==> config.mk <==
export PLATFORM = sky130hd
export DESIGN_NAME = cstr_cell
export DESIGN_NICKNAME = d
export VERILOG_FILES = /design/src/design/cstr_pkg.sv /design/src/design/cstr_cell.sv
export SDC_FILE = /design/constraint.sdc
export NUM_CORES = 1
export LEC_CHECK = 0
export BUFFER_PORTS_ARGS = -buffer_cell sky130_fd_sc_hd__buf_2
export CAP_MARGIN = 40
export CORE_UTILIZATION = 58
export CTS_CLUSTER_SIZE = 24
export DETAILED_ROUTE_END_ITERATION = 8
export PLACE_DENSITY = 0.82
export SLEW_MARGIN = 20
export SYNTH_ARGS = -nofsm -noshare
export SYNTH_HDL_FRONTEND = slang
export SYNTH_SLANG_ARGS = --single-unit
==> constraint.sdc <==
create_clock -name clk -period 8.1 [get_ports clk]
set_input_delay 0 -clock clk [delete_from_list [all_inputs] [get_ports clk]]
set_output_delay 0 -clock clk [all_outputs]
set_load 0.02 [all_outputs]
==> src/design/cstr_pkg.sv <==
// shared types and constants for the count-smaller-to-right block
// no dependencies; imported by every module of the block
package cstr_pkg;

    localparam int VALUE_W       = 32;
    localparam int COUNT_W       = 6;
    localparam int MAX_ITEMS_DEF = 64;

    // input word: one sequence element
    typedef struct packed {
        logic signed [VALUE_W-1:0] value;
        logic                      last;
    } item_word_t;

    // result word: one count per stored position
    typedef struct packed {
        logic [COUNT_W-1:0] smaller_count;
        logic               final_res;
        logic               overflowed;
    } result_word_t;

    // broadcast control from the top level to every cell
    typedef struct packed {
        logic                      load;
        logic                      shift;
        logic signed [VALUE_W-1:0] value;
    } cell_cmd_t;

endpackage

==> src/design/cstr_cell.sv <==
// one cell of the chain: stored value, its count and an occupied bit
// depends on cstr_pkg
module cstr_cell
    import cstr_pkg::*;
(
    input  logic               clk,
    input  logic               rst_n,
    input  cell_cmd_t          cmd,
    input  logic               left_occ,
    input  logic               right_occ,
    input  logic [COUNT_W-1:0] right_count,
    output logic               occ,
    output logic [COUNT_W-1:0] count
);

    logic                      occ_reg;
    logic                      occ_next;
    logic [COUNT_W-1:0]        count_reg;
    logic [COUNT_W-1:0]        count_next;
    logic signed [VALUE_W-1:0] value_reg;
    logic signed [VALUE_W-1:0] value_next;

    // compare with the broadcast value, take a fresh value, or shift down on drain
    always_comb
    begin
        occ_next   = occ_reg;
        count_next = count_reg;
        value_next = value_reg;
        if (cmd.shift)
        begin
            occ_next   = right_occ;
            count_next = right_count;
        end
        else if (cmd.load)
        begin
            if (occ_reg)
            begin
                if (value_reg > cmd.value)
                begin
                    count_next = count_reg + COUNT_W'(1);
                end
            end
            else if (left_occ)
            begin
                occ_next   = 1'b1;
                count_next = '0;
                value_next = cmd.value;
            end
        end
    end

    // control state
    always_ff @(posedge clk or negedge rst_n)
    begin
        if (!rst_n)
        begin
            occ_reg   <= 1'b0;
            count_reg <= '0;
        end
        else
        begin
            occ_reg   <= occ_next;
            count_reg <= count_next;
        end
    end

    // stored value, no reset needed
    always_ff @(posedge clk)
    begin
        value_reg <= value_next;
    end

    assign occ   = occ_reg;
    assign count = count_reg;

endmodule

# Yosys cells after proc, flatten, opt, wreduce, memory -nomap -nowiden
# Cells that the tools add are included.
# totals
input_bits	44
reg_bits	39
wordCells	21
# classes
eq_ne	1
add_sub_neg	1
mux	9
order_cmp	1
reduce_logical	4
bitwise	2
# op_table
cell	count
32-bit > comparator	1
6-bit 2-to-1 mux	5
6-bit by 1-bit adder with 6-bit output (second input constant)	1
1-bit 2-to-1 mux	4
4-bit AND reduction	1
3-bit by 2-bit inequality test with 1-bit output (second input constant)	1
3-bit AND reduction	1
3-bit nonzero test	1
1-bit NOT	2
2-bit nonzero test	1

# Logic depth before layout (Yosys ltp)
# Gate-level depths: netlist (run 1).
# logic_depth
word_depth	5
ltp_mapped	11

# Least setup slack after synthesis (run 1)
# No wires, ideal clock.
# synth_timing
path_kind	register -> register
from	reg occ_reg (netlist: occ)
to	reg value_reg[0], enable pin
path_buffers	0
t_arrival_ps	2764
synth_period_minus_slack_ps	3225
path_slack_ps	4875
required_ps	7639
path_stages_with_launch	2
cell_sequence	dfrtp_1 -> nor3_1
# synth_between
elab_chain_len	2
# synth_lines
element	line	rtl
start: declaration	cstr_cell.sv:16	logic occ_reg;
start signal: assignment	cstr_cell.sv:62	occ_reg <= occ_next;
1-bit NOT (no line)	n/a	
4-bit AND reduction (no line)	n/a	
end signal: assignment	cstr_cell.sv:70	value_reg <= value_next;
end: declaration	cstr_cell.sv:20	logic signed [VALUE_W-1:0] value_reg;
# Every way passes these cells.
# A chain may end at the register's enable or synchronous reset.

# Final worst setup path (run 1)
# layout_timing
from	in cmd[31] (netlist name)
to	reg count_reg[0] (netlist: count[0])
# layout_between
elab_chain_len	3
# layout_lines
element	line	rtl
start: declaration	cstr_cell.sv:8	input cell_cmd_t cmd,
32-bit > comparator	cstr_cell.sv:38	if (value_reg > cmd.value)
3-bit by 2-bit inequality test with 1-bit output (no line)	n/a	
3-bit AND reduction (no line)	n/a	
end signal: assignment	cstr_cell.sv:63	count_reg <= count_next;
end: declaration	cstr_cell.sv:18	logic [COUNT_W-1:0] count_reg;
# Every way passes these cells.

==> results of run 1 <==
[worst paths after layout]
path,slack (ns),cells past startpoint,start,end
max reg2reg,5.32,7,value_reg[31],count[0]
min reg2reg,0.58,2,count[4],count[4]
max,5.31,10,cmd[31],count[0]
min in group asynchronous,0.08,2,rst_n,count[5]
max in group asynchronous,7.85,2,rst_n,count[2]
min,0.01,3,right_count[4],count[4]
[power breakdown]
group,switching (mW),internal [mW]
clock,0.0719,0.0917
sequential,0.00782,0.227
combinational,0.0482,0.0454
total,0.128,0.364
[metal layers]
metal,global-route usage,up-vias
met1,0.312,867
met5,0,-
met3,0.0464,9
met2,0.508,54
li1,-,916
met4,0.111,0
[cell families (layout without fill, tap and decap cells)]
logic type / after synthesis / in the layout / share of synthesized area
AOI/OAI and AO/OA: 44 / 44 / 0.126
and+or+nand+nor: 41 / 41 / 0.0993
buffers and inverters: 40 / 133 / 0.0708
DFF: 39 / 39 / 0.506
adders and majority gates: 33 / 33 / 0.184
muxes: 2 / 2 / 0.0134
[cells in the final DEF (no fill, tap or decap), types with 2 or more instances in the layout]
| cell type | synthesis | final |
|---|---|---|
| dfrtp_1 | 7 | 7 |
| nand3_1 | 7 | 7 |
| a21oi_1 | 16 | 16 |
| edfxtp_1 | 32 | 32 |
| ha_1 | 33 | 33 |
| o21ai_1 | 2 | 2 |
| mux2_4 | 2 | 2 |
| nor3_1 | 3 | 2 |
| dlygate4sd3_1 | 0 | 37 |
| buf_2 | 1 | 50 |
| inv_1 | 37 | 37 |
| nand2_1 | 10 | 10 |
| nand4_1 | 9 | 9 |
| a21boi_0 | 2 | 2 |
| o21ai_0 | 6 | 6 |
| nor2_1 | 3 | 3 |
| a32oi_1 | 4 | 4 |
| a31oi_1 | 2 | 2 |
| o22ai_1 | 3 | 3 |
| or3_1 | 2 | 2 |
| clkbuf_8 | 0 | 5 |
| nand2b_1 | 2 | 2 |
[area by class of cell]
type	instances	share of cell area
Clock inverter	3	0.0145
Timing Repair Buffer	88	0.207
Multi-Input combinational cell	120	0.315
Clock buffer	5	0.0227
Sequential cell	39	0.375
Inverter	37	0.0458
Tap cell	48	0.0198
[worst reg2reg max path: stages (launching register included)]
cell      delay, ns
edfxtp_1       0.37
ha_1           0.39
nand4_1        0.17
nor4_2         0.46
a31oi_1        0.17
a22oi_1        0.40
and3_1         0.38
mux2_4         0.33
[metrics by stage]
step | cells | power [mW]
floorplan | 199 | 0.287
detailed placement | 295 | 0.317
global route | 340 | 0.512
CTS | 340 | 0.491
global placement | 295 | 0.313
finish | 340 | 0.492
==> summary.md, run 1 <==
### Critical path
* required time of the worst setup path: 8.29 ns
* Critical Path Sink Type: flip-flop
* CP bufs+invs: 3
* WP data arrival: 2.98 ns
* crit start category: input port
* cell type of the slowest stage on the worst timing path: dlygate4sd3_1
* CP top delay family: simple AND/OR/NAND/NOR gates
* largest fanout on the critical path: 6
* worst path cell trace: dlygate4sd3_1 -> buf_2 -> inv_1 -> ha_1 -> nand4_1 -> nor4_2 -> a31oi_1 -> a22oi_1 -> and3_1 -> mux2_4
* critical path type: in -> reg
* CP peak stage delay: 0.54 ns

### Place
* Post-DP Area: 2550 um2
* post-placement worst setup slack: 5.37 ns
* Detailed Place HPWL: 3420 um
* number of I/O port buffers: 50
* last weighted congestion value of the routability-driven placer: 0.865

### Floorplan
* number of primary I/O pins: 51
* Die X: 64.2 um
* die area: 4120 um2
* area of the core: 3690 um2
* Die Y: 64.2 um
* initial core utilization: 0.608
* count of standard-cell rows: 22

### Synthesis
* top cells by instance count after synthesis: inv_1, ha_1, edfxtp_1
* count of cell types in the netlist: 36
* most common cell in the synthesized netlist: inv_1
* share of Yosys cell area claimed by the top area cell type: 0.428
* flip-flop and latch count after synthesis: 39
* Avg Cell Area, Syn: 11.3 um2
* dominant cell type by area after synthesis: edfxtp_1
* number of flops mapped to enable cells by yosys: 32
* count of yosys warnings during synthesis: 0
* post-synthesis cell count: 199
* most used flip-flop cell after synthesis: edfxtp_1
* top area cells in the synthesized netlist: edfxtp_1, ha_1, dfrtp_1
* post-synth design cell area: 2240 um2
* sequential-to-total area share from yosys stat: 0.506
* ys async rst share: 0.179
* Net Count, Synth: 276

### Detailed routing
* via total after detailed routing: 1846
* met3 WL post-DR: 190 um
* DRC errors left: 0
* total detailed-routing wirelength: 5160 um
* vias per cell: 5.43
* routed length per instance: 15.2 um
* met1 WL: 2170 um
* count of antenna-violating nets left after detailed routing: 0
* highest routed layer: met4
* Starting DRT DRC Count: 96
* met2 routed wirelength: 2720 um
* drt first pass iters: 4

### Global route
* GRT Total Usage: 0.275
* wire length of the first global-routing pass: 8400 um
* global-route congestion overflow total: 0
* maximum number of pins on one net before global-route repair: 33
* initial antenna violation count: 0
* number of global-route vias before repair: 1924

### Timing
* number of max-slew violations in the final report: 0
* setup repair after global routing missed its margin: false
* Setup WS post-layout: 5.31 ns
* post-route clock skew: 0.00494 ns
* hold slack: 0.0118 ns
* Least-Margin Pin Slew: 0.440 ns
* minimum clock period: 2.79 ns
* total negative slack for setup checks: 0 ns
* Peak Freq: 358 MHz
* final hold violation count: 0
* max-slew headroom at the worst pin: 0.707
* final critical-path share of the clock period: 0.344
* number of failing setup endpoints in the final timing report: 0

### Layout
* antenna diode count: 0
* layout-stage area growth over the synthesis result: 35.0%
* share of the core filled with cells: 0.821
* cell area after layout: 3030 um2
* area of combinational cells with multiple inputs: 953 um2
* fraction of layout instances using a drive strength above 1: 0.226
* # fillers: 234
* Largest register FFs: 32
* final net count: 368
* flip-flop and latch area: 1140 um2

### CTS
* maximum root-to-sink buffer count: 2
* number of buffers inserted by post-CTS setup repair: 0
* hold-fix buffer count after cts: 37
* clock tree from TritonCTS: built
* clock transition at the registers of the reported paths: 0.08 ns
* number of instances resized during post-cts repair: 0
* count of H-tree levels built during CTS: 2
* TritonCTS sink count: 39
* Clock Latency Late Sink: 0.30 ns
* root buf cell: clkbuf_8
* TritonCTS buffer count: 5

### Worst hold path
* class of the tightest hold or removal check: in -> reg

### Power and ir drop
* areal power density over the cells: 162 nW/um2
* Max rail drop VDD: 138 uV
* leakage dissipation: 1.41 nW

### Run
* count of maximum capacitance violations: 0

### Status
* outcome: finished, final reports clean

No activity file was read; power rests on OpenSTA's default activity.
==> run 2, diff against run 1 <==
- CORE_UTILIZATION: 58 -> 49
- PLACE_DENSITY: 0.82 -> 0.73
- clock period: 8.1 -> 2.3 ns (I/O delays scaled with it)
==> summary.md, run 2 (same netlist as run 1, synthesis figures left out) <==
### Detailed routing
* routed length per instance: 13.0 um, -14%
* total detailed-routing wirelength: 4550 um, -12%
* via total after detailed routing: 1788, -3.1%
* vias per cell: 5.11, -5.9%
* drt first pass iters: 4, unchanged
* DRC errors left: 0, unchanged
* count of antenna-violating nets left after detailed routing: 0, unchanged
* Starting DRT DRC Count: 86, -10%

### Floorplan
* area of the core: 4380 um2, +19%
* number of primary I/O pins: 51, unchanged
* Die Y: 69.7 um, +8.5%
* initial core utilization: 0.512, -0.0965
* die area: 4850 um2, +18%
* count of standard-cell rows: 24, +9.1%
* Die X: 69.7 um, +8.5%

### CTS
* count of H-tree levels built during CTS: 2, unchanged
* clock tree from TritonCTS: built
* Clock Latency Late Sink: 0.30 ns, about the same
* TritonCTS buffer count: 5, unchanged
* clock transition at the registers of the reported paths: 0.07 ns, about the same
* root buf cell: clkbuf_8
* maximum root-to-sink buffer count: 2, unchanged
* TritonCTS sink count: 39, unchanged

### Critical path
* required time of the worst setup path: 2.48 ns, -5.81 ns
* CP peak stage delay: 0.39 ns, -0.15 ns
* CP bufs+invs: 0, -3
* worst setup path start: value_reg[25]
* cell type of the slowest stage on the worst timing path: or3b_4
* critical path type: reg -> reg
* launching point of the worst reg2reg path: value_reg[25]
* crit start category: flip-flop
* worst path cell trace: ha_1 -> a21oi_1 -> o21ai_1 -> a221oi_2 -> o31ai_2 -> or3b_4 -> and3_4 -> mux2_4
* largest fanout on the critical path: 3, -3
* WP data arrival: 2.46 ns, -0.52 ns
* CP top delay family: compound AO/OA/AOI/OAI gates
* Critical Path Sink Type: flip-flop

### Place
* number of I/O port buffers: 50, unchanged
* Detailed Place HPWL: 3130 um, -8.6%
* last weighted congestion value of the routability-driven placer: 0.883, +2.1%

### Power and ir drop
* areal power density over the cells: 551 nW/um2, +240%
* post-route total power: 1.74 mW, +250%
* Max rail drop VDD: 420 uV, +210%
* leakage dissipation: 1.46 nW, +3.2%

### Layout
* # fillers: 332, +42%
* top library cells by usage in the layout, fill and taps aside: buf_2, inv_1, dlygate4sd3_1, edfxtp_1, ha_1
* layout-stage area growth over the synthesis result: 40.4%
* most frequent standard cell in the layout excluding fill and tap cells: buf_2
* antenna diode count: 0, unchanged
* final net count: 374, +1.6%
* Largest register FFs: 32, unchanged
* fraction of layout instances using a drive strength above 1: 0.275, +0.0491

### Status
* outcome: finished, final reports clean

### Timing
* max-slew headroom at the worst pin: 0.706, about the same
* final hold violation count: 0, unchanged
* post-route clock skew: 0.00733 ns, +0.00239 ns
* minimum clock period: 2.28 ns
* number of failing setup endpoints in the final timing report: 0, unchanged
* total negative slack for setup checks: 0 ns, unchanged
* number of max-slew violations in the final report: 0, unchanged
* setup repair after global routing missed its margin: true
* Least-Margin Pin Slew: 0.440 ns, +0.000696 ns
* Peak Freq: 439 MHz
* final critical-path share of the clock period: 0.991

### Global route
* global-route congestion overflow total: 0, unchanged
* wire length of the first global-routing pass: 7650 um, -9.0%
* initial antenna violation count: 0, unchanged
* number of global-route vias before repair: 1789, -7.0%
* maximum number of pins on one net before global-route repair: 33, unchanged
* GRT Total Usage: 0.201, -0.0743

### Run
* count of maximum capacitance violations: 0, unchanged

### Worst hold path
* beginning of the worst hold path: right_count[2]
* class of the tightest hold or removal check: in -> reg

run 2: cell count changes in the layout (fill, tap and decap cells not counted), moves of 2 or more:
cell and delta:
dlygate4sd3_1 -2, ha_4 +3, ha_1 -3, buf_4 +8
run 2: cell type report:
type                            instances  area, um2  area share
Multi-Input combinational cell        120       1030       0.328
Tap cell                               52       65.1      0.0207
Clock buffer                            5       68.8      0.0218
Clock inverter                          3       38.8      0.0123
Inverter                               37        139      0.0441
Timing Repair Buffer                   94        668       0.212
Sequential cell                        39       1140       0.361
run 2: routing by layer:
metal	up-vias	wire [um]	track usage	share of wire
li1	928	-	-	-
met1	814	2120	0.257	0.47
met2	40	2190	0.330	0.48
met3	6	179	0.0538	0.039
met4	0	65	0.0667	0.014
met5	-	0	0	0
run 2: worst register-to-register path: stages, from the launching register on:
cell	delay [ns]
edfxtp_1	0.37
ha_1	0.32
a21oi_1	0.14
o21ai_1	0.09
a221oi_2	0.27
o31ai_2	0.12
or3b_4	0.39
and3_4	0.18
mux2_4	0.29
run 2: worst paths after layout:
path / end / cells after the start / slack (ns)
setup / recovery: count[1] / 8 / 0.02
hold / removal: count[2] / 3 / 0.01
setup reg to reg: count[1] / 8 / 0.02
hold reg to reg: count[5] / 2 / 0.58
max in group asynchronous: count[0] / 2 / 2.06
min in group asynchronous: count[3] / 2 / 0.08
run 2: report_power, final:
part	internal, mW	total, mW	switching (mW)
combinational	0.178	0.350	0.172
clock	0.318	0.561	0.243
sequential	0.800	0.826	0.0257
total	1.30	1.74	0.441
run 2: per-stage QoR:
step | instance area (um2) | instances | hold WS [ns] | worst slack, ns | utilization
floorplan | 2300 | 199 | -0.296 | -0.0408 | -
detailed placement | 2650 | 305 | -0.152 | 0.0194 | 0.604
finish | 3150 | 350 | 0.00951 | 0.0211 | 0.719
global route | 3150 | 350 | 0.0239 | -0.0584 | 0.719
CTS | 3120 | 349 | 0.00220 | 0.00121 | 0.712
global placement | 2650 | 305 | -0.153 | 0.0730 | 0.604
run 2: repair_timing:
action | in CTS | in global routing
endpoints found under the setup margin | 1 | 6
resized for setup | 1 | 4
endpoints found under the hold margin | 41 | 0
hold buffers | 35 | 0
pin swaps | 0 | 3
setup buffers | 1 | 1
==> run 3, diff against run 2 <==
- CORE_UTILIZATION: 49 -> 45
- CTS_BUF_LIST: unset -> sky130_fd_sc_hd__clkbuf_4
- PLACE_DENSITY: 0.73 -> 0.81
==> summary.md, run 3 (same netlist as run 1, synthesis figures left out) <==
### Status
* outcome: finished, final reports clean

### CTS
* TritonCTS sink count: 39, unchanged
* root buf cell: clkbuf_4
* clock transition at the registers of the reported paths: 0.11 ns, +0.04 ns
* Clock Latency Late Sink: 0.35 ns, +0.05 ns
* clock tree from TritonCTS: built
* maximum root-to-sink buffer count: 2, unchanged
* TritonCTS buffer count: 5, unchanged
* count of H-tree levels built during CTS: 2, unchanged

### Critical path
* worst path cell trace: ha_4 -> and4_1 -> a221oi_2 -> o31ai_2 -> or3b_4 -> buf_4 -> a32oi_1 -> o22ai_1
* cell type of the slowest stage on the worst timing path: edfxtp_1
* CP bufs+invs: 1, +1
* largest fanout on the critical path: 5, +2
* CP peak stage delay: 0.44 ns, +0.05 ns
* launching point of the worst reg2reg path: value_reg[31]
* Reg2Reg Depth: 8, unchanged
* R2R Path End: count[3]
* Crit path depth: 8, unchanged
* setup slack, reg-to-reg: 0.005 ns, -0.02 ns
* critical path type: reg -> reg
* WP data arrival: 2.52 ns, +0.06 ns
* Critical Path Sink Type: flip-flop
* required time of the worst setup path: 2.53 ns, +0.05 ns
* CP top delay family: compound AO/OA/AOI/OAI gates
* crit start category: flip-flop

### Detailed routing
* drt first pass iters: 4, unchanged
* via total after detailed routing: 1916, +7.2%
* vias per cell: 5.16, +1.1%
* DRC errors left: 0, unchanged
* Starting DRT DRC Count: 82, -4.7%
* total detailed-routing wirelength: 5210 um, +15%
* count of antenna-violating nets left after detailed routing: 0, unchanged
* routed length per instance: 14.1 um, +8.0%

### Layout
* most frequent standard cell in the layout excluding fill and tap cells: buf_2
* final net count: 380, +1.6%
* Final Non-Filler Cells: 371, +6.0%
* antenna diode count: 0, unchanged
* fraction of layout instances using a drive strength above 1: 0.296, +0.0209
* layout-stage area growth over the synthesis result: 45.8%
* top library cells by usage in the layout, fill and taps aside: buf_2, dlygate4sd3_1, inv_1, edfxtp_1, ha_1
* cell area after layout: 3270 um2, +3.9%
* Largest register FFs: 32, unchanged
* # fillers: 370, +11%

### Run
* count of maximum capacitance violations: 0, unchanged

### Global route
* initial antenna violation count: 0, unchanged
* global-route congestion overflow total: 0, unchanged
* GRT Total Usage: 0.205, +0.00438
* maximum number of pins on one net before global-route repair: 26, -21%
* wire length of the first global-routing pass: 8180 um, +7.0%
* number of global-route vias before repair: 1927, +7.7%

### Timing
* max-slew headroom at the worst pin: 0.693, -0.0134
* total negative slack for setup checks: 0 ns, unchanged
* number of max-slew violations in the final report: 0, unchanged
* Least-Margin Pin Slew: 0.459 ns, +0.0187 ns
* post-route clock skew: 0.0110 ns, +0.00364 ns
* final hold violation count: 0, unchanged
* setup repair after global routing missed its margin: true
* Peak Freq: 436 MHz, -0.72%
* final critical-path share of the clock period: 0.998, +0.00717
* number of failing setup endpoints in the final timing report: 0, unchanged
* minimum clock period: 2.30 ns, +0.0165 ns

### Floorplan
* die area: 5270 um2, +8.6%
* area of the core: 4750 um2, +8.4%
* number of primary I/O pins: 51, unchanged
* count of standard-cell rows: 25, +4.2%
* Die Y: 72.6 um, +4.2%
* initial core utilization: 0.472, -0.0399
* Die X: 72.6 um, +4.2%

### Worst hold path
* worst hold endpoint: count[0]
* beginning of the worst hold path: right_count[0]
* class of the tightest hold or removal check: in -> reg
* hold path cells: 4, +1

### Power and ir drop
* areal power density over the cells: 478 nW/um2, -13%
* leakage dissipation: 1.47 nW, +0.72%
* post-route total power: 1.56 mW, -9.9%
* Max rail drop VDD: 299 uV, -29%

### Place
* number of I/O port buffers: 50, unchanged
* DP Cell Count: 320, +4.9%
* last weighted congestion value of the routability-driven placer: 0.949, +7.4%
* Post-DP Area: 2680 um2, +1.2%
* Detailed Place HPWL: 3280 um, +5.0%

run 3: per-layer routing:
metal | wire [um] | up-vias | global-route usage
met5 | 0 | - | 0
met4 | 129 | 0 | 0.0850
met3 | 274 | 13 | 0.0442
met2 | 2740 | 82 | 0.361
met1 | 2070 | 880 | 0.242
li1 | - | 941 | -
run 3: worst max path at each step:
stage             startpoint       end  slack [ns]
2_1_floorplan  value_reg[31]  count[0]       -0.04
4_1_cts        value_reg[25]  count[0]      -0.002
5_1_grt        value_reg[30]  count[1]       -0.10
6_report       value_reg[31]  count[3]       0.005
3_5_place_dp   value_reg[29]  count[4]       -0.05
3_3_place_gp   value_reg[25]  count[0]        0.04
run 3: power by group:
part,switching (mW),internal [mW]
Combinational,0.187,0.198
Clock,0.221,0.127
Sequential,0.0314,0.800
run 3: timing repair:
action / in CTS / in global routing
hold buffers: 41 / 0
pin swaps: 4 / 12
hold endpoints to repair: 44 / 0
setup endpoints to repair: 5 / 6
setup buffers: 1 / 1
gates resized for setup: 5 / 10
run 3: worst register-to-register path: cells and delay by family, from the launching register on:
kind                     cells  cell delay [ns]
AO/OA/AOI/OAI                4             0.74
adder cells (fa/ha/maj)      1             0.24
buffers and inverters        1             0.17
flip-flops                   1             0.44
AND/OR/NAND/NOR              2             0.59
run 3: metrics by stage:
stage / hold slack [ns] / setup WS [ns] / util
4_1_cts: 0.00649 / -0.00221 / 0.669
3_5_place_dp: -0.157 / -0.0475 / 0.564
5_1_grt: 0.0307 / -0.105 / 0.688
2_1_floorplan: -0.296 / -0.0408 / -
6_report: 0.0213 / 0.00458 / 0.688
3_3_place_gp: -0.159 / 0.0405 / 0.564
run 3: layout make-up:
class | count | area, um2 | share of cell area
sequential | 39 | 1140 | 0.347
multi-input combinational | 120 | 1120 | 0.342
timing repair buffer | 100 | 741 | 0.226
inverter | 37 | 139 | 0.0424
tap | 67 | 83.8 | 0.0256
clock buffer | 6 | 45.0 | 0.0138
clock inverter | 2 | 8.76 | 0.00268
